--- src/rtl/ssel_pkg.sv ---
// Types and constants shared by the sequence step selector.
`timescale 1ns / 1ps
package ssel_pkg;

  localparam int LEVEL_W    = 10;
  localparam int MARGIN_W   = 8;
  localparam int STEP_W     = 4;
  localparam int LINES_W    = 4;
  localparam int LENGTH_W   = 4;
  localparam int PATTERN_W  = 60;
  localparam int CMP_W      = 12;
  localparam int CFG_IDX_W  = 3;
  localparam int CFG_DATA_W = 60;
  localparam int IN_DATA_W  = 16;
  localparam int OUT_DATA_W = 8;

  // Register indexes on the configuration channel
  localparam logic [CFG_IDX_W-1:0] REG_LEVEL_UP     = 3'd0;
  localparam logic [CFG_IDX_W-1:0] REG_LEVEL_DOWN   = 3'd1;
  localparam logic [CFG_IDX_W-1:0] REG_LEVEL_MARGIN = 3'd2;
  localparam logic [CFG_IDX_W-1:0] REG_SEQ_LENGTH   = 3'd3;
  localparam logic [CFG_IDX_W-1:0] REG_PATTERN      = 3'd4;

  // Register values after reset
  localparam logic [LEVEL_W-1:0]   RST_LEVEL_UP     = 10'd219;
  localparam logic [LEVEL_W-1:0]   RST_LEVEL_DOWN   = 10'd156;
  localparam logic [MARGIN_W-1:0]  RST_LEVEL_MARGIN = 8'd6;
  localparam logic [LENGTH_W-1:0]  RST_SEQ_LENGTH   = 4'd5;
  localparam logic [PATTERN_W-1:0] RST_PATTERN      = 60'd541200;

  typedef struct packed {
    logic [LEVEL_W-1:0]   level_up;
    logic [LEVEL_W-1:0]   level_down;
    logic [MARGIN_W-1:0]  level_margin;
    logic [LENGTH_W-1:0]  seq_length;
    logic [PATTERN_W-1:0] pattern_words;
  } cfg_t;

  typedef struct packed {
    logic [LEVEL_W-1:0] filtered_level;
    logic               signal_lost;
  } tick_t;

  typedef struct packed {
    logic [LINES_W-1:0] output_bits;
    logic [STEP_W-1:0]  step_index;
  } result_t;

endpackage

--- src/rtl/ssel_cfg.sv ---
// Configuration register file of the sequence step selector.
`timescale 1ns / 1ps
module ssel_cfg (
  input  logic                              clk,
  input  logic                              rst_n,
  input  logic                              wr_en,
  input  logic [ssel_pkg::CFG_IDX_W-1:0]    wr_index,
  input  logic [ssel_pkg::CFG_DATA_W-1:0]   wr_data,
  output ssel_pkg::cfg_t                    cfg
);

  ssel_pkg::cfg_t cfg_r;

  always_ff @(posedge clk) begin
    if (!rst_n) begin
      cfg_r.level_up      <= ssel_pkg::RST_LEVEL_UP;
      cfg_r.level_down    <= ssel_pkg::RST_LEVEL_DOWN;
      cfg_r.level_margin  <= ssel_pkg::RST_LEVEL_MARGIN;
      cfg_r.seq_length    <= ssel_pkg::RST_SEQ_LENGTH;
      cfg_r.pattern_words <= ssel_pkg::RST_PATTERN;
    end else if (wr_en) begin
      unique case (wr_index)
        ssel_pkg::REG_LEVEL_UP:     cfg_r.level_up     <= wr_data[ssel_pkg::LEVEL_W-1:0];
        ssel_pkg::REG_LEVEL_DOWN:   cfg_r.level_down   <= wr_data[ssel_pkg::LEVEL_W-1:0];
        ssel_pkg::REG_LEVEL_MARGIN: cfg_r.level_margin <= wr_data[ssel_pkg::MARGIN_W-1:0];
        ssel_pkg::REG_SEQ_LENGTH:   cfg_r.seq_length   <= wr_data[ssel_pkg::LENGTH_W-1:0];
        ssel_pkg::REG_PATTERN:      cfg_r.pattern_words <= wr_data[ssel_pkg::PATTERN_W-1:0];
        default: begin
          // drop writes to unmapped indexes
        end
      endcase
    end
  end

  assign cfg = cfg_r;

endmodule

--- src/rtl/ssel_step.sv ---
// Arm flag, step index and pattern lookup of the sequence step selector.
`timescale 1ns / 1ps
module ssel_step #(
  parameter int MAX_STEPS    = 15,
  parameter int OUTPUT_LINES = 4
) (
  input  logic              clk,
  input  logic              rst_n,
  input  logic              advance,
  input  ssel_pkg::tick_t   tick,
  input  ssel_pkg::cfg_t    cfg,
  output ssel_pkg::result_t res
);

  localparam logic [ssel_pkg::STEP_W-1:0]  MAX_IDX   = ssel_pkg::STEP_W'(MAX_STEPS);
  localparam logic [ssel_pkg::LINES_W-1:0] LINE_MASK =
    ssel_pkg::LINES_W'((1 << OUTPUT_LINES) - 1);
  localparam int CW = ssel_pkg::CMP_W;

  logic [ssel_pkg::STEP_W-1:0] step_r, step_nxt;
  logic                        armed_r, armed_nxt;

  logic signed [CW-1:0] lvl_s, up_s, down_s, m_s;
  logic signed [CW-1:0] win_hi, win_lo, fwd_thr, back_thr;
  logic                 neutral, armed_pre, go_fwd, go_back;
  logic [ssel_pkg::LENGTH_W-1:0] len;
  logic [ssel_pkg::STEP_W:0]     step_inc;
  logic [ssel_pkg::STEP_W-1:0]   fwd_step, back_step;
  logic [ssel_pkg::PATTERN_W-1:0] pat_shift;

  always_comb begin
    lvl_s  = signed'({{(CW-ssel_pkg::LEVEL_W){1'b0}}, tick.filtered_level});
    up_s   = signed'({{(CW-ssel_pkg::LEVEL_W){1'b0}}, cfg.level_up});
    down_s = signed'({{(CW-ssel_pkg::LEVEL_W){1'b0}}, cfg.level_down});
    m_s    = signed'({{(CW-ssel_pkg::MARGIN_W){1'b0}}, cfg.level_margin});

    win_hi   = up_s - m_s;
    win_lo   = down_s + m_s;
    fwd_thr  = up_s + m_s;
    back_thr = down_s - m_s;

    neutral   = (lvl_s < win_hi) && (lvl_s > win_lo);
    armed_pre = (armed_r && !tick.signal_lost) || neutral;
    go_fwd    = armed_pre && (lvl_s > fwd_thr);
    go_back   = armed_pre && !go_fwd && (lvl_s < back_thr);
    armed_nxt = armed_pre && !go_fwd && !go_back;

    len = (cfg.seq_length > MAX_IDX) ? MAX_IDX : cfg.seq_length;

    // forward wraps to 0 at the length, also from an index left above it
    step_inc = {1'b0, step_r} + 5'd1;
    fwd_step = (step_inc >= {1'b0, len}) ? '0 : step_inc[ssel_pkg::STEP_W-1:0];

    if (len == '0) begin
      back_step = '0;
    end else if (step_r == '0) begin
      back_step = len - 4'd1;
    end else begin
      back_step = step_r - 4'd1;
    end

    if (go_fwd) begin
      step_nxt = fwd_step;
    end else if (go_back) begin
      step_nxt = back_step;
    end else begin
      step_nxt = step_r;
    end

    pat_shift = cfg.pattern_words >> {step_nxt, 2'b00};
    res.step_index = step_nxt;
    if (step_nxt >= MAX_IDX) begin
      res.output_bits = '0;
    end else begin
      res.output_bits = pat_shift[ssel_pkg::LINES_W-1:0] & LINE_MASK;
    end
  end

  always_ff @(posedge clk) begin
    if (!rst_n) begin
      step_r  <= '0;
      armed_r <= 1'b0;
    end else if (advance) begin
      step_r  <= step_nxt;
      armed_r <= armed_nxt;
    end
  end

endmodule

--- src/rtl/sequence_step_selector_top.sv ---
// Sequence step selector: moves an index through a short pattern sequence
// from filtered servo channel levels.
//
// Input channel (in_): one transfer per recalculation tick carries the
// filtered level in in_tdata and the signal-lost flag in in_tuser.
// Result channel (out_): one transfer per input tick, carrying the step
// index after the update and the output pattern of that step.
// Configuration channel (cfg_): writes one register per transfer; it is
// always ready. Write only while no tick is in flight.
//
// A tick accepted on in_ is held in the input register, then passes the
// single compare and index-update stage into the result register, which
// drives out_. Throughput: one tick per cycle while out_tready stays
// high.
// Reset (rst_n low, synchronous): the index and arm flag clear, the
// registers return to their defaults, both stages empty.
// Receiver stall: the result register holds its transfer; one more tick
// can sit in the input register, after which in_tready drops.
`timescale 1ns / 1ps
module sequence_step_selector_top #(
  parameter int MAX_STEPS    = 15,
  parameter int OUTPUT_LINES = 4
) (
  input  logic                                clk,
  input  logic                                rst_n,
  // input ticks
  input  logic                                in_tvalid,
  output logic                                in_tready,
  input  logic [ssel_pkg::IN_DATA_W-1:0]      in_tdata,   // [9:0] filtered_level
  input  logic                                in_tuser,   // [0] signal_lost
  // results
  output logic                                out_tvalid,
  input  logic                                out_tready,
  output logic [ssel_pkg::OUT_DATA_W-1:0]     out_tdata,  // [3:0] step_index, [7:4] output_bits
  // configuration writes
  input  logic                                cfg_valid,
  output logic                                cfg_ready,
  input  logic [ssel_pkg::CFG_IDX_W-1:0]      cfg_index,
  input  logic [ssel_pkg::CFG_DATA_W-1:0]     cfg_data
);

  ssel_pkg::cfg_t    cfg;
  ssel_pkg::tick_t   tick_r;
  ssel_pkg::result_t res_comb;
  ssel_pkg::result_t res_r;
  logic              tick_valid_r;
  logic              out_valid_r;
  logic              advance;

  // Configuration writes are always accepted.
  assign cfg_ready = 1'b1;

  ssel_cfg u_cfg (
    .clk      (clk),
    .rst_n    (rst_n),
    .wr_en    (cfg_valid && cfg_ready),
    .wr_index (cfg_index),
    .wr_data  (cfg_data),
    .cfg      (cfg)
  );

  // Advance the held tick into the result register when that slot is free
  // or being emptied in this cycle.
  assign advance   = tick_valid_r && (!out_valid_r || out_tready);
  assign in_tready = !tick_valid_r || advance;

  always_ff @(posedge clk) begin
    if (!rst_n) begin
      tick_valid_r <= 1'b0;
    end else if (in_tready) begin
      tick_valid_r <= in_tvalid;
    end
  end

  // Capture the payload on every input transfer.
  always_ff @(posedge clk) begin
    if (in_tvalid && in_tready) begin
      tick_r.filtered_level <= in_tdata[ssel_pkg::LEVEL_W-1:0];
      tick_r.signal_lost    <= in_tuser;
    end
  end

  ssel_step #(
    .MAX_STEPS    (MAX_STEPS),
    .OUTPUT_LINES (OUTPUT_LINES)
  ) u_step (
    .clk     (clk),
    .rst_n   (rst_n),
    .advance (advance),
    .tick    (tick_r),
    .cfg     (cfg),
    .res     (res_comb)
  );

  // Result register: fills on advance, empties on an output transfer.
  always_ff @(posedge clk) begin
    if (!rst_n) begin
      out_valid_r <= 1'b0;
    end else if (advance) begin
      out_valid_r <= 1'b1;
    end else if (out_tready) begin
      out_valid_r <= 1'b0;
    end
  end

  always_ff @(posedge clk) begin
    if (advance) begin
      res_r <= res_comb;
    end
  end

  assign out_tvalid = out_valid_r;
  assign out_tdata  = {res_r.output_bits, res_r.step_index};

endmodule

--- config.mk ---
export PLATFORM = sky130hd
export DESIGN_NAME = sequence_step_selector_top
export DESIGN_NICKNAME = d
export VERILOG_FILES = /design/src/rtl/ssel_pkg.sv /design/src/rtl/ssel_cfg.sv /design/src/rtl/ssel_step.sv /design/src/rtl/sequence_step_selector_top.sv
export SDC_FILE = /design/constraint.sdc
export NUM_CORES = 1
export LEC_CHECK = 0
export BUFFER_PORTS_ARGS = -buffer_cell sky130_fd_sc_hd__buf_2
export CAP_MARGIN = 10
export CORE_ASPECT_RATIO = 1.75
export CORE_UTILIZATION = 51
export DETAILED_ROUTE_END_ITERATION = 10
export HOLD_SLACK_MARGIN = 0.1
export PLACE_DENSITY = 0.83
export SYNTH_ARGS = -nofsm -noshare
export SYNTH_HDL_FRONTEND = slang
export SYNTH_SLANG_ARGS = --single-unit
--- constraint.sdc ---
create_clock -name clk -period 7.2 [get_ports clk]
set_clock_uncertainty 0.1 [all_clocks]
set_input_delay 1.44 -clock clk [delete_from_list [all_inputs] [get_ports clk]]
set_output_delay 1.44 -clock clk [all_outputs]
set_load 0.05 [all_outputs]
==> flow_metrics.env <==
export IMPL_outcome="finished clean"
export IMPL_track_usage_pct=26.25
export IMPL_dp_cells=1195
export IMPL_endpoint_kind="register"
export IMPL_clockRootBuffer="clkbuf_16"
export IMPL_report_final_hold_viol_count=0
export IMPL_yosysTopAreaCell="dfxtp_1"
export IMPL_timing_rr_start="u_cfg.cfg[65]"
export IMPL_dieArea_um2=16480
export IMPL_critPathBufInv=1
export IMPL_hold_path_startpoint="u_cfg.cfg[36]"
export IMPL_period_share_pct=84.42
export IMPL_synth_top_area_share_pct=24.37
export IMPL_ant_nets=0
export IMPL_tightest_slew_ns=1.021
export IMPL_yosys_top_cells_area="dfxtp_1 24%, ha_1 12%, nand2_1 9.8%"
export IMPL_synthFlopType="dfxtp_1"
export IMPL_grt_max_degree=100
export IMPL_die_h_um=169.1
export IMPL_mappedNetlistArea_um2=8133
export IMPL_min_path_type="reg -> reg"
export IMPL_crit_chain="inv_1 > ha_1 > nor2b_1 > o21a_1 > o21bai_1 > a21oi_1 > nor2_1 > o21bai_1 > a21oi_1 > nor2_1 > o21ai_0 > xor2_1 > ha_1 > and4_1 > nand3_1 > a21oi_1 > a2111o_1 > a31oi_2 > a21oi_1 > o22ai_1 > nand2b_1 > o22ai_1 > a41o_1"
export IMPL_post_cts_setup_buffers=0
export IMPL_htreeDepth=4
export IMPL_dieWidth_um=97.46
export IMPL_muxShareOfSynthArea_pct=2.569
export IMPL_antenna_found_initial=0
export IMPL_syn_inst=972
export IMPL_grt_setup_unrepaired="false"
export IMPL_reg2regPathDepth=23
export IMPL_cap_violations=0
export IMPL_post_dp_hpwl_um=15910
export IMPL_cp_arrival_ns=6.14
export IMPL_slowest_delay_ns=0.66
export IMPL_tns_ns=0
export IMPL_synth_top_cells_by_count="213 x nand2_1, 99 x dfxtp_1, 79 x ha_1"
export IMPL_rrSetupSlack_ns=1.12
export IMPL_fmax_mhz=164.5
export IMPL_grt_ovfl_total=0
export IMPL_finalNetCount=1197
export IMPL_reg2reg_to="out_tdata[5]"
export IMPL_relSlewSlack_pct=29.96
export IMPL_synthSimpleGateAreaFrac_pct=19.60
export IMPL_synth_adder_area_share_pct=13.14
export IMPL_syn_to_final_growth_pct=13.22
export IMPL_clk_path_buf_depth=2
export IMPL_grt_first_pass_wirelength_um=34160
export IMPL_synth_compound_area_share_pct=24.55
export IMPL_postRouteWirelength_um=21460
export IMPL_cp_startpoint="u_cfg.cfg[65]"
export IMPL_power_density_nw_per_um2=219.0
export IMPL_synthXorXnorAreaFrac_pct=3.662
export IMPL_rows=60
export IMPL_drc=0
export IMPL_power_leakage_nw=3.757
export IMPL_wl_per_cell_um=17.47
export IMPL_power_w=0.002017
export IMPL_setup_viol=0
export IMPL_ys_async_sr_fraction_pct=0
export IMPL_syn_nets=1140
export IMPL_critical_path_top_delay_family="compound AO/OA/AOI/OAI gates"
export IMPL_clock_sinks=118
export IMPL_portBuffers=88
export IMPL_cts_resized_gates=0
export IMPL_avgSynthCellArea_um2=8.367
export IMPL_ys_seq_area_share_pct=31.38
export IMPL_viasPerCell=5.945
export IMPL_grt_pass1_vias=7009
export IMPL_synth_top_family_by_area="compound AO/OA/AOI/OAI gates"
export IMPL_synth_edf_count=19
export IMPL_synth_seq_cells=118
export IMPL_ioPinCount=96
export IMPL_yosys_warnings=0
export IMPL_path_class="reg -> reg"
export IMPL_fin_crit_ns=6.078
export IMPL_holdPathStages=2
export IMPL_holdPathEnd="u_cfg.cfg[36]"
export IMPL_cts_clk_slew_worst_paths_ns=0.06
export IMPL_cts_hold_buf=0
export IMPL_crit_top_cell="a21oi_1"
export IMPL_gp_congestion=0.9045
export IMPL_irDropWorstVdd_v=0.0001949
export IMPL_cp_max_fo=13
export IMPL_coreArea_um2=15460
export IMPL_drt_iter0_drc=371
export IMPL_vias=7301
export IMPL_insertion_delay_ns=0.42
export IMPL_synthMostInstantiatedCell="nand2_1"
export IMPL_finalMaxSlewViolations=0
export IMPL_drive_above_1_share_pct=15.16
export IMPL_cts_buffers=17
export IMPL_finalNonFillerCells=1228
export IMPL_initial_core_util_pct=52.59
export IMPL_critPathSlowestCell="o22ai_1"
export IMPL_startpoint_type="register"
export IMPL_cts_tree="done"
export IMPL_required_ns=7.26
export IMPL_drt_pass1_iterations=5
export IMPL_synth_cell_types=78
export IMPL_n_antenna_cell=0
[report_power, final]
part           switching [W]  internal [W]
sequential         0.0000249      0.000698
combinational       0.000284      0.000176
clock               0.000318      0.000515
[cell usage in the layout (no fill, tap or decap), types with 11 or more instances in the layout]
master | synthesis | routed
a211oi_1 | 14 | 14
a21boi_0 | 73 | 73
a21oi_1 | 37 | 37
buf_2 | 10 | 88
clkbuf_16 | 0 | 18
dfxtp_1 | 99 | 99
edfxtp_1 | 19 | 19
ha_1 | 79 | 79
inv_1 | 40 | 40
mux2i_1 | 16 | 16
nand2_1 | 213 | 213
nand3_1 | 46 | 45
nor2_1 | 27 | 27
nor2b_1 | 23 | 23
o2111ai_1 | 13 | 13
o211ai_1 | 22 | 22
o21ai_0 | 24 | 24
o22ai_1 | 11 | 11
xnor2_1 | 25 | 25
[worst max path at each step]
stage	to	slack, ns	depth (start not counted)
2_1_floorplan	out_tdata[4]	2.33	24
3_3_place_gp	out_tdata[5]	1.33	23
3_5_place_dp	out_tdata[5]	1.23	23
4_1_cts	out_tdata[5]	1.20	23
5_1_grt	out_tdata[5]	0.69	23
6_report	out_tdata[5]	1.12	23
[flip-flops by register name (all words and copies together) (netlist names)]
signal,cells
u_cfg.cfg,92
tick_r,11
out_tvalid,1
u_step.armed_r,1
tick_valid_r,1
u_step.step_r,4
out_tdata,8
[layer usage]
layer / share of wire, % / track usage, %
met3: 3.5 / 3.592
met5: 0 / 0
met4: 6.6 / 18.93
met2: 55 / 50.78
met1: 34 / 24.73
[layout make-up]
| type | count | area [um^2] |
|---|---|---|
| fill | 1357 | 6257 |
| multi-input combinational | 755 | 5176 |
| sequential | 118 | 2552 |
| timing repair buffer | 96 | 513.0 |
| clock buffer | 22 | 485.5 |
| tap | 186 | 232.7 |
| inverter | 41 | 153.9 |
| clock inverter | 10 | 93.84 |
[tightest hold or removal path, stage by stage (launching register included)]
cell	delay, ns
dfxtp_1	0.31
nand2_1	0.05
a21boi_0	0.06
[stage by stage]
stage	hold slack [ns]	setup slack (ns)	instance area, um^2	util, %
after CTS	0.3739	1.204	9188	59.41
final	0.3711	1.122	9208	59.54
after floorplan	0.3398	2.330	8133	-
after global routing	0.3867	0.6870	9208	59.54
after global placement	0.3539	1.333	8608	55.66
after detailed placement	0.3661	1.231	8608	55.66
[cells by family (layout without fill, tap and decap cells)]
group | count (synthesis) | in the layout
xor gates and xnor gates | 34 | 34
and+or+nand+nor | 353 | 353
buffers and inverters | 99 | 169
adders and majority gates | 83 | 83
AOI/OAI and AO/OA | 265 | 265
DFF | 118 | 118
other | 1 | 1
muxes | 19 | 19
(Power assumes the default switching activity.)
